## config.mk

```make
export PLATFORM = sky130hd
export DESIGN_NAME = pcbd_sqrt
export DESIGN_NICKNAME = d
export VERILOG_FILES = /design/src/design/pcbd_pkg.sv /design/src/design/pcbd_sqrt.sv
export SDC_FILE = /design/constraint.sdc
export NUM_CORES = 2
export LEC_CHECK = 0
export BUFFER_PORTS_ARGS = -buffer_cell sky130_fd_sc_hd__buf_4
export CAP_MARGIN = 10
export CORE_MARGIN = 2
export CORE_UTILIZATION = 45
export CTS_CLUSTER_DIAMETER = 150
export DETAILED_ROUTE_END_ITERATION = 10
export SLEW_MARGIN = 5
export SYNTH_ARGS = -nofsm -noshare
export SYNTH_HDL_FRONTEND = slang
export SYNTH_SLANG_ARGS = --single-unit
```

## constraint.sdc

```tcl
create_clock -name clock -period 4.6 [get_ports clock]
set_input_delay 0.23 -clock clock [delete_from_list [all_inputs] [get_ports clock]]
set_output_delay 0.23 -clock clock [all_outputs]
set_load 0.1 [all_outputs]
```

## src/design/pcbd_pkg.sv

```systemverilog
// Shared constants, types and the coefficient function of the Bezier distance block.
package pcbd_pkg;

   localparam int CoordWidth = 24;
   localparam int DistWidth = 24;
   localparam int SegmentsDefault = 25;
   localparam int SegmentsMax = 64;
   localparam int TBits = 16;
   localparam int SampleLatency = 7;
   localparam int ReqBytes = (10 * CoordWidth + 7) / 8;
   localparam int ReqDataWidth = ReqBytes * 8;
   localparam int RspDataWidth = ((DistWidth + 7) / 8) * 8;

   // Curve coordinates after sampling stay within the convex hull of the inputs.
   typedef logic signed [CoordWidth-1:0] coord_type;

   typedef struct packed {
      coord_type qx;
      coord_type qy;
      coord_type p0x;
      coord_type p0y;
      coord_type p1x;
      coord_type p1y;
      coord_type p2x;
      coord_type p2y;
      coord_type p3x;
      coord_type p3y;
   } curve_type;

   // Bernstein weight k (0..3) for sample i of n, unscaled integer.
   function automatic logic [19:0] bern_coef(input int k, input int i, input int n);
      int u;
      int r;
      begin
         u = n - i;
         unique case (k)
            0: r = u * u * u;
            1: r = 3 * i * u * u;
            2: r = 3 * i * i * u;
            default: r = i * i * i;
         endcase
         bern_coef = r[19:0];
      end
   endfunction

endpackage

```

## src/design/pcbd_sqrt.sv

```systemverilog
// Pipelined bit-by-bit square root with saturation.
module pcbd_sqrt (
   input  logic        clock,
   input  logic        reset,
   input  logic        adv,
   input  logic        in_valid,
   input  logic [50:0] in_v,
   output logic        out_valid,
   output logic [pcbd_pkg::DistWidth-1:0] out_root
);
   localparam int Stages = 27;
   typedef struct packed {
      logic        valid;
      logic [52:0] v;
      logic [53:0] res;
   } root_type;

   root_type st [0:Stages];
   always_comb begin
      st[0].valid = in_valid;
      st[0].v = 53'(in_v);
      st[0].res = '0;
   end
   for (genvar k = 0; k < Stages; k++) begin : g_root
      localparam logic [53:0] Bit = 54'(1) << (52 - 2 * k);
      root_type nx;
      always_comb begin
         nx = st[k];
         if (54'(st[k].v) >= st[k].res + Bit) begin
            nx.v = 53'(54'(st[k].v) - (st[k].res + Bit));
            nx.res = (st[k].res >> 1) + Bit;
         end else begin
            nx.res = st[k].res >> 1;
         end
      end
      always_ff @(posedge clock) begin
         if (reset) st[k+1].valid <= 1'b0;
         else if (adv) st[k+1].valid <= nx.valid;
         if (adv) begin
            st[k+1].v <= nx.v;
            st[k+1].res <= nx.res;
         end
      end
   end

   assign out_valid = st[Stages].valid;
   assign out_root = (st[Stages].res > 54'(24'hFFFFFF)) ? 24'hFFFFFF
                     : st[Stages].res[pcbd_pkg::DistWidth-1:0];
endmodule

```

==> impl_metrics.toml <==
[clocking]
numCtsBuffers = 183
tritoncts = "built"
cts_htree_levels = 4
insertion_delay_ns = 0.84
cts.sink_count = 1753
hold_buffers = 55
post-cts-setup-buffers = 0
cts_resized = 0
cts-root-buf = "clkbuf_16"
path_clk_slew_ns = 0.06
clock_path_buffers = 3

[place]
numPortBuffers = 79
post_dp_cell_area_um2 = 85700
place_inst = 8762
place_congestion = 0.898
hpwl_mm = 131

[timing]
max_slew_margin_pct = 24.5
tightest_slew_ns = 1.13
skew_ns = 0.0754
fin_setup_tns_ns = 0
rsz0062_at_grt = "false"
drv_slew = 0
setup_viol = 0
post-route-period-util_pct = 89.5
period_needed_ns = 4.12
fmax_mhz = 243
hold_viol_final = 0

[setup_path]
critPathKind = "register to register"
critPathLaunchType = "register"
crit_path_end_kind = "register"
arrival_ns = 4.67
path_cells = "or4_4 -> or3_4 -> or4_4 -> or4_1 -> or4_1 -> a211oi_4 -> buf_4 -> buf_4 -> o21ai_0"
path_depth = 9
path_max_fanout = 29
crit_buf_inv = 2
slowest_delay_ns = 0.57
crit_family = "simple AND/OR/NAND/NOR gates"
cp.required_ns = 5.16
ff2ff_path_depth = 9
cp_slowest_cell = "or4_4"

[layout]
antenna_cells = 0
area_growth_syn_to_layout_pct = 12.8
drive_gt1_share_pct = 7.78
final_area_um2 = 92400
layout.cells.non_filler = 9155
num-fill-cells = 15400
nNetsFinal = 7061
regArea_um2 = 52400
multi_input_area_um2 = 27400
final_util_pct = 51.1

[yosys]
ys.flop_type = "edfxtp_1"
synth_cell_types = 86
synth_top_area_share_pct = 63.3
ys_warn_count = 0
ys_seq_area_share_pct = 64.0
ys_ff_latch = 1753
syn_area_um2 = 81900
synthArstFlopShare_pct = 0
yosysTopAreaCell = "edfxtp_1"
synth_edf_count = 1726
avgSynthCellArea_um2 = 12.9
postSynthCellCount = 6365
yosys-top-cells-area = "edfxtp_1, ha_1, xnor2_1"

[floorplanning]
die-area_um2 = 185000
num_rows = 156
start_util_pct = 45.3
io_pins = 80
core_area_um2 = 181000
die_w_um = 431
fp.dieH_um = 431

[grt]
globalRouteOverflowTotal = 0
grt_max_degree = 173
grt_pass1_wl_mm = 277
grt_use_total_pct = 19.0
grt_pass1_vias = 49700
antenna_found_initial = 0

[drt]
routed_wl_mm = 177
avgRoutedWirePerCell_um = 19.4
vias = 49800
drc = 0
antenna_left = 0
drt-initial-drc-count = 3532
vias_per_cell = 5.44
drt-pass1-iter-count = 6

[worst_hold_path]
worst_hold_path_type = "input port to register"
whs_path_depth = 2

[power_and_ir_drop]
power_density_nw_per_um2 = 469
ir_drop_mv = 0.412
power.leakage_nw = 34.4

[outcome]
outcome = "finished clean"

[job]
maxCapViolCount = 0
## placed cells by master, fill, tap and decap left out, types with 64 or more instances in the layout
cell type,instances
o21ai_0,279
nand2b_1,67
or3_1,92
nor2_1,427
inv_1,465
nand3_1,93
nor3_1,180
a21o_1,124
xor2_1,258
mux2_2,64
nand4_1,98
clkbuf_16,183
nor4_1,211
edfxtp_1,1726
xnor2_1,318
buf_4,127
o21a_1,85
ha_1,373
nand2_1,399
nor2b_1,71
a21oi_1,346
## synth_stat cells (7+ instances only)
master	number
edfxtp_1	1726
inv_1	465
nor2_1	427
nand2_1	399
ha_1	373
a21oi_1	348
xnor2_1	318
o21ai_0	279
xor2_1	258
nor4_1	213
nor3_1	181
a21o_1	124
clkbuf_1	101
nand4_1	98
nand3_1	93
or3_1	92
o21a_1	85
nor2b_1	71
nand2b_1	67
mux2_2	64
or4_1	53
o31ai_1	43
mux2i_1	42
or2_2	28
dfxtp_1	27
a211oi_1	25
and3_1	25
nor4b_1	25
o21bai_1	24
and2_1	23
a21boi_0	22
a31oi_1	22
nand3b_1	21
nand4b_1	21
o211ai_1	18
nor3b_1	14
a221oi_1	8
a311oi_1	8
buf_1	8
o31a_1	7
## power breakdown
part	internal [mW]	switching [mW]
clock network	8.51	6.24
registers	19.9	1.41
logic	3.07	4.21
## final timing paths
check | startpoint | to | slack, ns
max reg2reg | st[634] | st[499] | 0.48
min reg2reg | st[2863] | st[2755] | 0.42
max | st[634] | st[499] | 0.48
min | in_v[29] | st[2891] | 0.1
## area by class of cell
| type | count | area share [%] |
|---|---|---|
| clock buffers | 227 | 5.16 |
| clock inverters | 110 | 1.45 |
| inverters | 467 | 1.90 |
| multi-input cells | 4032 | 29.6 |
| flip-flops and latches | 1753 | 56.7 |
| well taps | 2370 | 3.21 |
| repair buffers | 196 | 1.94 |
## cell families (layout without fill, tap and decap cells)
group	Yosys count	count (layout)	share of synthesized area, %
fa+ha+maj	373	373	5.70
simple gates	1881	1881	11.8
xor+xnor	576	576	6.16
flops	1753	1753	64.0
buf+inv	581	1000	2.69
other cells	1	2	0.00458
compound gates	1094	1094	8.28
mux	106	106	1.39
## flip-flops by register name, summed over array words and instances, names as in the netlist
| register | cells |
|---|---|
| out_valid | 1 |
| g_root.nx | 26 |
| st | 1726 |
## routing by layer
layer / share of wire, % / vias to the layer above / wire [um] / GRT usage (%)
met1: 42 / 24200 / 74500 / 23.5
met4: 3.1 / 0 / 5470 / 6.33
li1: - / 24300 / - / -
met3: 4.0 / 311 / 7030 / 2.91
met2: 51 / 986 / 90200 / 33.9
met5: 0 / - / 0 / 0
## through the flow
step / hold WS (ns) / worst slack [ns] / power, mW
finish: 0.0985 / 0.485 / 43.4
global route: 0.0406 / 0.0699 / 45.4
CTS: 0.0218 / 0.470 / 43.8
detailed placement: 0.405 / 0.446 / 28.8
global placement: 0.400 / 0.471 / 28.7
floorplan: 0.329 / 0.813 / 26.3
(Power assumes the default switching activity.)
